$ cat src/rtl/byte_stuffed_frame_receiver_assert.svh
// assertion macros for the byte stuffed frame receiver
`ifndef BYTE_STUFFED_FRAME_RECEIVER_ASSERT_SVH
`define BYTE_STUFFED_FRAME_RECEIVER_ASSERT_SVH

`ifndef SYNTHESIS

// same-cycle implication, checked out of reset
`define BSFR_ASSERT_IMPL(lbl, ante, cons) \
  lbl: assert property (@(posedge clk) disable iff (!rst_n) (ante) |-> (cons)) \
    else $error("bsfr assertion failed");

// next-cycle implication, checked out of reset
`define BSFR_ASSERT_NEXT(lbl, ante, cons) \
  lbl: assert property (@(posedge clk) disable iff (!rst_n) (ante) |=> (cons)) \
    else $error("bsfr assertion failed");

`else

`define BSFR_ASSERT_IMPL(lbl, ante, cons)
`define BSFR_ASSERT_NEXT(lbl, ante, cons)

`endif

`endif

$ cat src/rtl/bsfr_pkg.sv
// shared constants and types for the byte stuffed frame receiver
package bsfr_pkg;

  localparam int unsigned BYTE_W  = 8;
  localparam int unsigned COUNT_W = 10;

  // default frame capacity in stored bytes
  localparam int unsigned FRAME_CAPACITY_DEF = 512 + 8;

  localparam logic [BYTE_W-1:0] FLAG_BYTE = 8'h7E;
  localparam logic [BYTE_W-1:0] ESC_BYTE  = 8'h7D;
  localparam logic [BYTE_W-1:0] ESC_XOR   = 8'h20;

  // fletcher modulus
  localparam logic [BYTE_W:0] FL_MOD = 9'd255;

  // result kinds
  localparam logic KIND_DATA   = 1'b0;
  localparam logic KIND_STATUS = 1'b1;

  typedef struct packed {
    logic               kind;
    logic [BYTE_W-1:0]  data_byte;
    logic [COUNT_W-1:0] byte_index;
    logic               frame_good;
    logic [COUNT_W-1:0] payload_length;
  } res_t;

endpackage

$ cat src/rtl/bsfr_in_if.sv
// input channel: raw received bytes
interface bsfr_in_if;
  logic                        valid;
  logic                        ready;
  logic [bsfr_pkg::BYTE_W-1:0] rx_byte;

  modport source (output valid, output rx_byte, input ready);
  modport sink (input valid, input rx_byte, output ready);
endinterface

$ cat src/rtl/bsfr_out_if.sv
// result channel: decoded data bytes and end of frame status
interface bsfr_out_if;
  logic                         valid;
  logic                         ready;
  logic                         kind;
  logic [bsfr_pkg::BYTE_W-1:0]  data_byte;
  logic [bsfr_pkg::COUNT_W-1:0] byte_index;
  logic                         frame_good;
  logic [bsfr_pkg::COUNT_W-1:0] payload_length;

  modport source (output valid, output kind, output data_byte, output byte_index,
                  output frame_good, output payload_length, input ready);
  modport sink (input valid, input kind, input data_byte, input byte_index,
                input frame_good, input payload_length, output ready);
endinterface

$ cat src/rtl/bsfr_in_stage.sv
// input register stage holding one raw byte
module bsfr_in_stage (
  input  logic                        clk,
  input  logic                        rst_n,
  bsfr_in_if.sink                     in_ch,
  input  logic                        stg_take,
  output logic                        stg_valid,
  output logic [bsfr_pkg::BYTE_W-1:0] stg_byte
);

  logic                        valid_r;
  logic                        valid_nxt;
  logic [bsfr_pkg::BYTE_W-1:0] byte_r;

  // free when empty or drained this cycle
  assign in_ch.ready = !valid_r || stg_take;

  always_comb begin
    valid_nxt = valid_r;
    if (in_ch.valid && in_ch.ready) begin
      valid_nxt = 1'b1;
    end else if (stg_take) begin
      valid_nxt = 1'b0;
    end
  end

  // control register
  always_ff @(posedge clk) begin
    if (!rst_n) begin
      valid_r <= 1'b0;
    end else begin
      valid_r <= valid_nxt;
    end
  end

  // payload register
  always_ff @(posedge clk) begin
    if (in_ch.valid && in_ch.ready) begin
      byte_r <= in_ch.rx_byte;
    end
  end

  assign stg_valid = valid_r;
  assign stg_byte  = byte_r;

endmodule

$ cat src/rtl/bsfr_decoder.sv
// unstuffing state machine with running fletcher-16 sums
module bsfr_decoder #(
  parameter int unsigned FRAME_CAPACITY = bsfr_pkg::FRAME_CAPACITY_DEF
) (
  input  logic                        clk,
  input  logic                        rst_n,
  input  logic                        fire,
  input  logic [bsfr_pkg::BYTE_W-1:0] rx_byte,
  output logic                        res_valid,
  output bsfr_pkg::res_t              res
);

  localparam int unsigned BW = bsfr_pkg::BYTE_W;
  localparam int unsigned CW = bsfr_pkg::COUNT_W;

  typedef enum logic [1:0] {
    MODE_HUNT  = 2'd0,
    MODE_FRAME = 2'd1,
    MODE_ESC   = 2'd2
  } mode_t;

  mode_t         mode_r, mode_nxt;
  logic [CW-1:0] cnt_r, cnt_nxt;
  logic [BW-1:0] lo_r, lo_nxt;
  logic [BW-1:0] hi_r, hi_nxt;

  logic          hunting;
  logic [CW-1:0] base_cnt;
  logic [BW-1:0] base_lo;
  logic [BW-1:0] base_hi;
  logic [BW-1:0] st_data;
  logic [BW:0]   lo_add;
  logic [BW-1:0] lo_new;
  logic [BW:0]   hi_add;
  logic [BW-1:0] hi_new;
  logic          room;
  logic          do_store;
  logic          good;

  // a frame start sees cleared count and sums
  assign hunting  = (mode_r != MODE_FRAME) && (mode_r != MODE_ESC);
  assign base_cnt = hunting ? '0 : cnt_r;
  assign base_lo  = hunting ? '0 : lo_r;
  assign base_hi  = hunting ? '0 : hi_r;
  assign st_data  = (mode_r == MODE_ESC) ? (rx_byte ^ bsfr_pkg::ESC_XOR) : rx_byte;

  // fletcher update, one conditional subtract per sum
  assign lo_add = {1'b0, base_lo} + {1'b0, st_data};
  assign lo_new = (lo_add >= bsfr_pkg::FL_MOD) ? BW'(lo_add - bsfr_pkg::FL_MOD)
                                                : lo_add[BW-1:0];
  assign hi_add = {1'b0, base_hi} + {1'b0, lo_new};
  assign hi_new = (hi_add >= bsfr_pkg::FL_MOD) ? BW'(hi_add - bsfr_pkg::FL_MOD)
                                                : hi_add[BW-1:0];
  assign room   = 32'(base_cnt) < FRAME_CAPACITY;

  // close check on the running frame
  assign good = (cnt_r >= CW'(3)) && (lo_r == '0) && (hi_r == '0);

  // next state and result
  always_comb begin
    mode_nxt  = mode_r;
    cnt_nxt   = cnt_r;
    lo_nxt    = lo_r;
    hi_nxt    = hi_r;
    do_store  = 1'b0;
    res_valid = 1'b0;
    res       = '0;
    unique case (mode_r)
      MODE_FRAME: begin
        if (rx_byte == bsfr_pkg::FLAG_BYTE) begin
          res_valid          = 1'b1;
          res.kind           = bsfr_pkg::KIND_STATUS;
          res.frame_good     = good;
          res.payload_length = good ? (cnt_r - CW'(2)) : '0;
          mode_nxt           = MODE_HUNT;
          cnt_nxt            = '0;
          lo_nxt             = '0;
          hi_nxt             = '0;
        end else if (rx_byte == bsfr_pkg::ESC_BYTE) begin
          mode_nxt = MODE_ESC;
        end else begin
          do_store = 1'b1;
        end
      end
      MODE_ESC: begin
        mode_nxt = MODE_FRAME;
        do_store = 1'b1;
      end
      default: begin
        // hunting, and the unused code behaves the same
        if (rx_byte == bsfr_pkg::FLAG_BYTE) begin
          mode_nxt = MODE_HUNT;
        end else begin
          cnt_nxt = '0;
          lo_nxt  = '0;
          hi_nxt  = '0;
          if (rx_byte == bsfr_pkg::ESC_BYTE) begin
            mode_nxt = MODE_ESC;
          end else begin
            mode_nxt = MODE_FRAME;
            do_store = 1'b1;
          end
        end
      end
    endcase
    // store unless the frame is full
    if (do_store && room) begin
      res_valid      = 1'b1;
      res.kind       = bsfr_pkg::KIND_DATA;
      res.data_byte  = st_data;
      res.byte_index = base_cnt;
      cnt_nxt        = base_cnt + CW'(1);
      lo_nxt         = lo_new;
      hi_nxt         = hi_new;
    end
  end

  // state registers
  always_ff @(posedge clk) begin
    if (!rst_n) begin
      mode_r <= MODE_HUNT;
      cnt_r  <= '0;
      lo_r   <= '0;
      hi_r   <= '0;
    end else if (fire) begin
      mode_r <= mode_nxt;
      cnt_r  <= cnt_nxt;
      lo_r   <= lo_nxt;
      hi_r   <= hi_nxt;
    end
  end

endmodule

$ cat src/rtl/bsfr_out_reg.sv
// result register driving the output channel
module bsfr_out_reg (
  input  logic           clk,
  input  logic           rst_n,
  input  logic           load_valid,
  input  bsfr_pkg::res_t load_res,
  output logic           up_ready,
  bsfr_out_if.source     out_ch
);

  logic           valid_r;
  logic           valid_nxt;
  bsfr_pkg::res_t res_r;

  // room when empty or the held beat leaves now
  assign up_ready = !valid_r || out_ch.ready;

  always_comb begin
    valid_nxt = valid_r;
    if (up_ready) begin
      valid_nxt = load_valid;
    end
  end

  // control register
  always_ff @(posedge clk) begin
    if (!rst_n) begin
      valid_r <= 1'b0;
    end else begin
      valid_r <= valid_nxt;
    end
  end

  // payload register
  always_ff @(posedge clk) begin
    if (up_ready && load_valid) begin
      res_r <= load_res;
    end
  end

  assign out_ch.valid          = valid_r;
  assign out_ch.kind           = res_r.kind;
  assign out_ch.data_byte      = res_r.data_byte;
  assign out_ch.byte_index     = res_r.byte_index;
  assign out_ch.frame_good     = res_r.frame_good;
  assign out_ch.payload_length = res_r.payload_length;

endmodule

$ cat src/rtl/byte_stuffed_frame_receiver.sv
// Byte stuffed frame receiver: takes one raw serial byte per beat, drops flag
// bytes 0x7E while hunting, removes 0x7D escapes (the next byte is XORed with
// 0x20, also when the escape opens the frame) and emits every stored byte with
// its index in the frame. A flag inside a frame closes it with one status beat:
// frame_good is set when at least three bytes were stored and the Fletcher-16
// sums (mod 255) over them are both zero, and payload_length is then the
// stored count minus two, else zero. Bytes past FRAME_CAPACITY are dropped with
// no beat. Each byte passes an input register, combinational decode logic and a
// result register, so a byte is accepted every cycle while the output side keeps
// taking beats, and a result that the byte yields is registered in the result
// register that drives the output. A stalled output holds the result register,
// which holds the input register and with it the input side.
`include "byte_stuffed_frame_receiver_assert.svh"

module byte_stuffed_frame_receiver #(
  parameter int unsigned FRAME_CAPACITY = bsfr_pkg::FRAME_CAPACITY_DEF
) (
  input  logic       clk,
  input  logic       rst_n,
  bsfr_in_if.sink    in_ch,
  bsfr_out_if.source out_ch
);

  logic                        stg_valid;
  logic [bsfr_pkg::BYTE_W-1:0] stg_byte;
  logic                        up_ready;
  logic                        dec_fire;
  logic                        res_valid;
  bsfr_pkg::res_t              res;
  logic                        beat_status;
  logic                        beat_data;

  // decode fires when a byte is staged and the result register has room
  assign dec_fire = stg_valid && up_ready;

  bsfr_in_stage u_in_stage (
    .clk       (clk),
    .rst_n     (rst_n),
    .in_ch     (in_ch),
    .stg_take  (dec_fire),
    .stg_valid (stg_valid),
    .stg_byte  (stg_byte)
  );

  bsfr_decoder #(
    .FRAME_CAPACITY (FRAME_CAPACITY)
  ) u_decoder (
    .clk       (clk),
    .rst_n     (rst_n),
    .fire      (dec_fire),
    .rx_byte   (stg_byte),
    .res_valid (res_valid),
    .res       (res)
  );

  bsfr_out_reg u_out_reg (
    .clk        (clk),
    .rst_n      (rst_n),
    .load_valid (dec_fire && res_valid),
    .load_res   (res),
    .up_ready   (up_ready),
    .out_ch     (out_ch)
  );

  // kind of the beat on the output
  assign beat_status = out_ch.valid && (out_ch.kind == bsfr_pkg::KIND_STATUS);
  assign beat_data   = out_ch.valid && (out_ch.kind == bsfr_pkg::KIND_DATA);

  // checks
  `BSFR_ASSERT_IMPL(a_bad_len_zero, beat_status && !out_ch.frame_good, out_ch.payload_length == '0)
  `BSFR_ASSERT_IMPL(a_good_len_nonzero, beat_status && out_ch.frame_good, out_ch.payload_length != '0)
  `BSFR_ASSERT_IMPL(a_index_in_cap, beat_data, 32'(out_ch.byte_index) < FRAME_CAPACITY)
  `BSFR_ASSERT_NEXT(a_stage_holds, stg_valid && !dec_fire, stg_valid)

endmodule
$ cat src/flat_wrapper.sv
// flat-port wrapper written by rule: the top's interface ports become plain ports
module byte_stuffed_frame_receiver_flat 
#(
  parameter int unsigned FRAME_CAPACITY = bsfr_pkg::FRAME_CAPACITY_DEF
)
  (clk, rst_n, in_ch_valid, in_ch_rx_byte, in_ch_ready, out_ch_valid, out_ch_kind, out_ch_data_byte, out_ch_byte_index, out_ch_frame_good, out_ch_payload_length, out_ch_ready);
  bsfr_in_if in_ch_i ();
  bsfr_out_if out_ch_i ();
  input  logic clk;
  input  logic rst_n;
  input wire logic [$bits(in_ch_i.valid)-1:0] in_ch_valid;
  input wire logic [$bits(in_ch_i.rx_byte)-1:0] in_ch_rx_byte;
  output wire logic [$bits(in_ch_i.ready)-1:0] in_ch_ready;
  output wire logic [$bits(out_ch_i.valid)-1:0] out_ch_valid;
  output wire logic [$bits(out_ch_i.kind)-1:0] out_ch_kind;
  output wire logic [$bits(out_ch_i.data_byte)-1:0] out_ch_data_byte;
  output wire logic [$bits(out_ch_i.byte_index)-1:0] out_ch_byte_index;
  output wire logic [$bits(out_ch_i.frame_good)-1:0] out_ch_frame_good;
  output wire logic [$bits(out_ch_i.payload_length)-1:0] out_ch_payload_length;
  input wire logic [$bits(out_ch_i.ready)-1:0] out_ch_ready;
  assign in_ch_i.valid = in_ch_valid;
  assign in_ch_i.rx_byte = in_ch_rx_byte;
  assign in_ch_ready = in_ch_i.ready;
  assign out_ch_valid = out_ch_i.valid;
  assign out_ch_kind = out_ch_i.kind;
  assign out_ch_data_byte = out_ch_i.data_byte;
  assign out_ch_byte_index = out_ch_i.byte_index;
  assign out_ch_frame_good = out_ch_i.frame_good;
  assign out_ch_payload_length = out_ch_i.payload_length;
  assign out_ch_i.ready = out_ch_ready;
  byte_stuffed_frame_receiver #(.FRAME_CAPACITY(FRAME_CAPACITY)) u_core (.clk(clk), .rst_n(rst_n), .in_ch(in_ch_i), .out_ch(out_ch_i));
endmodule
$ cat config.mk
export PLATFORM = sky130hd
export DESIGN_NAME = byte_stuffed_frame_receiver_flat
export DESIGN_NICKNAME = d
export VERILOG_FILES = /design/src/rtl/bsfr_pkg.sv /design/src/rtl/bsfr_in_if.sv /design/src/rtl/bsfr_out_if.sv /design/src/rtl/bsfr_in_stage.sv /design/src/rtl/bsfr_decoder.sv /design/src/rtl/bsfr_out_reg.sv /design/src/rtl/byte_stuffed_frame_receiver.sv /design/src/flat_wrapper.sv
export VERILOG_INCLUDE_DIRS = /design/src /design/src/rtl
export SDC_FILE = /design/constraint.sdc
export NUM_CORES = 1
export LEC_CHECK = 0
export ABC_AREA = 1
export BUFFER_PORTS_ARGS = -buffer_cell sky130_fd_sc_hd__buf_4
export CAP_MARGIN = 5
export CORE_UTILIZATION = 40
export DETAILED_ROUTE_END_ITERATION = 10
export HOLD_SLACK_MARGIN = 0.02
export PLACE_DENSITY = 0.57
export SETUP_SLACK_MARGIN = 0.15
export SKIP_LAST_GASP = 1
export SLEW_MARGIN = 20
export SYNTH_ARGS = -nofsm -noshare
export SYNTH_HDL_FRONTEND = slang
export SYNTH_HIERARCHICAL = 1
export SYNTH_SLANG_ARGS = --single-unit
export TNS_END_PERCENT = 10
$ cat constraint.sdc
create_clock -name clk -period 6.9 [get_ports clk]
set_clock_uncertainty 0.15 [all_clocks]
set_input_delay 0.69 -clock clk [delete_from_list [all_inputs] [get_ports clk]]
set_output_delay 0.69 -clock clk [all_outputs]
set_load 0.02 [all_outputs]
==> results by stage <==
Outcome:
- The run finished with clean final reports.

Synth:
- The net count of the mapped netlist is 623.
- The post-synthesis cell count is 587.
- The sequential element share of the synthesized area is 39.73%.
- The count of cell types in the netlist is 39.
- The register bit count reported by yosys is 68.
- The count of yosys warnings during synthesis is 6.
- In this run the mean area of a mapped cell was 7.469 sq um.
- After synthesis the cells add up to 4384 sq um.

Timing:
- Headroom to the max-slew limit came out at 38.89%.
- The shortest period the worst path allows is 5.490 ns.
- Setup repair after global routing left no endpoint under its margin.
- The peak clock frequency supported by timing is 182.2 MHz.
- In the finished design, the share of the clock period the worst path needs comes to 79.56%.
- For the final routed database, the setup TNS stands at 0 ns.
- The worst path meets setup with 1.410 ns of slack.
- The slew at the pin with the worst max-slew slack is 0.9144 ns.
- The number of endpoints with negative hold slack in the final report was 0.
- The final max-slew violation count was 0.
- The number of failing setup endpoints in the final timing report is 0.

Setup path:
- The worst setup path is launched from a flop.
- The setup slack of the most critical reg-to-reg path is 1.41 ns.
- The endpoint kind of the worst setup timing path is a flop.
- The critical-path maximum fanout is 23.
- For the worst setup path, the data arrival time is 5.55 ns.
- The worst setup path is of the flop to flop kind.
- The critical path required time is 6.96 ns.

Pwr:
- In this run switching power makes up 30.86% of total power.
- For this design the total switching power over the nets is 0.3178 mW.
- Registers are responsible for 45.4% of the overall power.
- Combinational cells account for 25.0% of the total power.
- The proportion of power drawn by the clock network is 29.6%.
- In this run the static leakage power is 2.370 nW.
- Power spread over the standard cell area amounts to 204.4 nW/um^2.
- The internal portion of total power is 0.7120 mW.
- The worst-case IR drop observed on VDD is 0.00009526 V.

Finish:
- The fraction of the core area covered by cells at the end of the flow is 48.16%.
- The filler cell count is 1077.
- The antenna cell count is 0.
- The total area of sequential cells is 1742 sq um.
- The final design instance area without fill is 5039 sq um.
- The area growth from synthesis to layout is 14.93%.
- In the final layout, the share of cells above drive strength 1 is 15.59%.
- The number of nets in the finished design is 666.
- Once layout is complete, the cells apart from fillers number 771.
- The footprint of the multi-input gates is 2200 sq um.

Placed design:
- The congestion estimate from routability-driven global placement came to 0.8443.
- The count of buffers added on input and output ports is 43.
- OpenSTA, run right after detailed placement, puts the worst setup slack at 1.480 ns.
- The HPWL after detailed placement is 7397 um.
- The number of instances in the placed design is 755.
- The cell area after placement is 4847 sq um.

Die:
- In this run the standard cell core region covers 10460 sq um.
- From bottom edge to top edge, the die measures 106.7 um.
- The area of the die is 11380 sq um.
- The initial standard-cell utilization of the core is 41.90%.
- For this design the top-level I/O count stands at 44.
- The initialized floorplan defines 37 standard-cell rows.
- The width of the die is 106.7 um.

Clocking:
- After clock tree synthesis, the clock-pin slew on the worst setup and hold paths is 0.07 ns.
- TritonCTS built the clock tree.
- CTS saw 68 sinks.
- The post-CTS repair timing setup buffer count is 0.
- The tree is rooted in a sky130_fd_sc_hd__clkbuf_8.
- The post-cts gate resize count is 0.
- The H-tree was split into 3 levels.
- The number of hold buffers added after CTS is 0.
- The number of buffers created by CTS is 9.
- Counting along the longest clock path gives a buffer depth of 2.
- The clock reaches the later pin of the worst-skew pair after 0.35 ns.

Detailed routing:
- For this run, design rule violations remaining after detail routing come to 0.
- In this run, the number of DRC markers left after iteration 0 of detailed routing was 228.
- The final layout contains routed wiring with a total length of 9593 um.
- In the final routed layout, each cell accounts on average for 12.44 um.
- The via count is 3744.
- The number of nets with antenna violations after detailed routing is 0.
- Dividing the detail-routed via count by the number of cells gives 4.856.
- The detailed-router iteration count before antenna repair is 4.

Global route:
- The number of antenna violations at the first check in global routing is 0.
- The total overflow left after global routing is 0.
- The maximum number of pins on one net before global-route repair is 31.
- The first global-routing pass estimated 16460 um of wire.
- The number of global-route vias before repair is 3551.
- In the global route stage, overall resource usage came out at 18.63%.

Run:
- The number of violations of the max-capacitance limit is 0.

Worst hold path:
- The type of the worst min-delay path is flop to flop.
cell usage after synthesis:
library cell	count	area share [%]
sky130_fd_sc_hd__nor2_1	71	6.1
sky130_fd_sc_hd__a31o_1	1	0.20
sky130_fd_sc_hd__a31oi_1	1	0.14
sky130_fd_sc_hd__a21oi_2	4	0.80
sky130_fd_sc_hd__o2111ai_1	1	0.20
sky130_fd_sc_hd__ha_1	22	6.3
sky130_fd_sc_hd__xor2_1	11	2.2
sky130_fd_sc_hd__nor2_4	2	0.51
sky130_fd_sc_hd__o211ai_1	2	0.34
sky130_fd_sc_hd__a211oi_1	4	0.68
sky130_fd_sc_hd__a21oi_1	40	4.6
sky130_fd_sc_hd__inv_2	6	0.51
sky130_fd_sc_hd__nand2_8	1	0.46
sky130_fd_sc_hd__nand3b_1	5	0.86
sky130_fd_sc_hd__xor2_2	1	0.37
sky130_fd_sc_hd__nor3_1	5	0.57
sky130_fd_sc_hd__nor3b_1	1	0.17
sky130_fd_sc_hd__nand2_4	3	0.77
sky130_fd_sc_hd__clkbuf_1	12	1.0
sky130_fd_sc_hd__nor2_2	4	0.57
sky130_fd_sc_hd__o21ai_0	5	0.57
sky130_fd_sc_hd__o22ai_1	2	0.29
sky130_fd_sc_hd__nand3_2	5	1.1
sky130_fd_sc_hd__edfxtp_1	38	26
sky130_fd_sc_hd__mux2i_1	1	0.23
sky130_fd_sc_hd__dfxtp_1	30	14
sky130_fd_sc_hd__a311oi_1	1	0.20
sky130_fd_sc_hd__nand2_1	127	11
sky130_fd_sc_hd__fa_1	2	0.91
sky130_fd_sc_hd__nand4_1	11	1.6
sky130_fd_sc_hd__o21ai_1	3	0.34
sky130_fd_sc_hd__buf_1	1	0.086
sky130_fd_sc_hd__nand2_2	11	1.6
sky130_fd_sc_hd__clkinv_1	2	0.17
sky130_fd_sc_hd__xnor2_1	5	1.0
sky130_fd_sc_hd__nand3_1	43	4.9
sky130_fd_sc_hd__inv_1	98	8.4
sky130_fd_sc_hd__or2_2	2	0.29
sky130_fd_sc_hd__nor4_1	3	0.43
critical path, cell delays in order (launching register included):
cell,delay (ns)
sky130_fd_sc_hd__dfxtp_1,0.34
sky130_fd_sc_hd__inv_1,0.06
sky130_fd_sc_hd__ha_1,0.70
sky130_fd_sc_hd__nor2_1,0.13
sky130_fd_sc_hd__ha_1,0.25
sky130_fd_sc_hd__fa_1,0.43
sky130_fd_sc_hd__xor2_2,0.28
sky130_fd_sc_hd__nand3_1,0.13
sky130_fd_sc_hd__nor2_2,0.13
sky130_fd_sc_hd__nand3_1,0.13
sky130_fd_sc_hd__a21oi_2,0.19
sky130_fd_sc_hd__nand2_4,0.12
sky130_fd_sc_hd__nand2_8,0.11
sky130_fd_sc_hd__xor2_1,0.24
sky130_fd_sc_hd__ha_1,0.22
sky130_fd_sc_hd__inv_1,0.06
sky130_fd_sc_hd__fa_1,0.35
sky130_fd_sc_hd__inv_1,0.09
sky130_fd_sc_hd__or2_2,0.10
sky130_fd_sc_hd__nand2_1,0.07
sky130_fd_sc_hd__nor3_1,0.35
sky130_fd_sc_hd__o211ai_1,0.15
sky130_fd_sc_hd__nor2_2,0.15
sky130_fd_sc_hd__nand2_4,0.09
sky130_fd_sc_hd__nand2_4,0.10
sky130_fd_sc_hd__nand3_1,0.08
sky130_fd_sc_hd__nand3_1,0.08
sky130_fd_sc_hd__a21oi_1,0.06
cell usage in the layout, fill, tap and decap left out, types with 2 or more instances in the layout:
cell type	synthesis	layout
sky130_fd_sc_hd__clkinv_1	2	2
sky130_fd_sc_hd__o21ai_1	3	3
sky130_fd_sc_hd__o22ai_1	2	2
sky130_fd_sc_hd__nand2_1	127	127
sky130_fd_sc_hd__nor2_1	71	71
sky130_fd_sc_hd__nor2_4	2	2
sky130_fd_sc_hd__nand4_1	11	11
sky130_fd_sc_hd__nand2_4	3	3
sky130_fd_sc_hd__inv_1	98	98
sky130_fd_sc_hd__clkbuf_1	12	2
sky130_fd_sc_hd__fa_1	2	2
sky130_fd_sc_hd__a211oi_1	4	4
sky130_fd_sc_hd__clkbuf_8	0	13
sky130_fd_sc_hd__nor3_1	5	5
sky130_fd_sc_hd__inv_2	6	6
sky130_fd_sc_hd__xnor2_1	5	5
sky130_fd_sc_hd__or2_2	2	2
sky130_fd_sc_hd__o21ai_0	5	5
sky130_fd_sc_hd__nand3b_1	5	5
sky130_fd_sc_hd__a21oi_1	40	39
sky130_fd_sc_hd__a21oi_2	4	5
sky130_fd_sc_hd__nand3_1	43	43
sky130_fd_sc_hd__buf_4	0	45
sky130_fd_sc_hd__xor2_1	11	11
sky130_fd_sc_hd__dfxtp_1	30	30
sky130_fd_sc_hd__nand3_2	5	5
sky130_fd_sc_hd__nor2_2	4	4
sky130_fd_sc_hd__nor4_1	3	3
sky130_fd_sc_hd__edfxtp_1	38	38
sky130_fd_sc_hd__nand2_2	11	11
sky130_fd_sc_hd__ha_1	22	22
sky130_fd_sc_hd__o211ai_1	2	2
power by group through the flow:
stage | combinational [mW] | clock (mW) | sequential (mW)
after global routing | 0.294 | 0.335 | 0.470
after CTS | 0.258 | 0.316 | 0.468
after detailed placement | 0.257 | 0 | 0.476
after floorplan | 0.177 | 0 | 0.487
after global placement | 0.256 | 0 | 0.476
final | 0.258 | 0.305 | 0.467
per-stage QoR:
step	total power, mW	hold slack (ns)
after floorplan	0.6641	0.2953
after global placement	0.7313	0.3038
after detailed placement	0.7329	0.3067
after CTS	1.042	0.3179
after global routing	1.099	0.3366
final	1.030	0.3153
per-layer routing:
metal / share of wire [%] / global-route usage, %
met1: 50 / 24.69
met2: 44 / 29.40
met3: 4.5 / 4.620
met4: 1.7 / 6.751
met5: 0 / 0
path summary, 6_finish.rpt:
path | to | cells after the start | start
setup reg to reg | u_core/u_decoder/hi_r[6] | 27 | u_core/u_decoder/mode_r[0]
hold / removal | u_core/u_decoder/lo_r[0] | 2 | u_core/u_decoder/lo_r[0]
setup / recovery | u_core/u_decoder/hi_r[6] | 27 | u_core/u_decoder/mode_r[0]
hold reg to reg | u_core/u_decoder/lo_r[0] | 2 | u_core/u_decoder/lo_r[0]
final cells by class:
type	count	area share, %
multi-input combinational	400	43.66
sequential	68	34.57
inverter	106	7.897
timing repair buffer	45	6.705
clock buffer	15	3.700
tap	136	3.377
clock inverter	1	0.09933
state kept, by name, indices dropped and copies added, names as in the netlist:
signal,count
u_core/u_decoder/mode_r,2
u_core/u_out_reg/out_ch.data_byte,8
u_core/u_out_reg/out_ch.valid,1
u_core/u_out_reg/out_ch.byte_index,10
u_core/u_out_reg/out_ch.kind,1
u_core/u_decoder/cnt_r,10
u_core/u_decoder/hi_r,8
u_core/u_decoder/lo_r,8
u_core/u_in_stage/stg_byte,8
u_core/u_in_stage/stg_valid,1
u_core/u_out_reg/out_ch.frame_good,1
u_core/u_out_reg/out_ch.payload_length,10
logic make-up after synthesis:
| family | after synthesis | share of synthesized area, % |
|---|---|---|
| xor+xnor | 17 | 3.567 |
| mux | 1 | 0.2283 |
| flops | 68 | 39.73 |
| fa+ha+maj | 24 | 7.192 |
| simple gates | 294 | 30.77 |
| compound gates | 64 | 8.333 |
| buf+inv | 119 | 10.19 |
(Power assumes the default switching activity.)
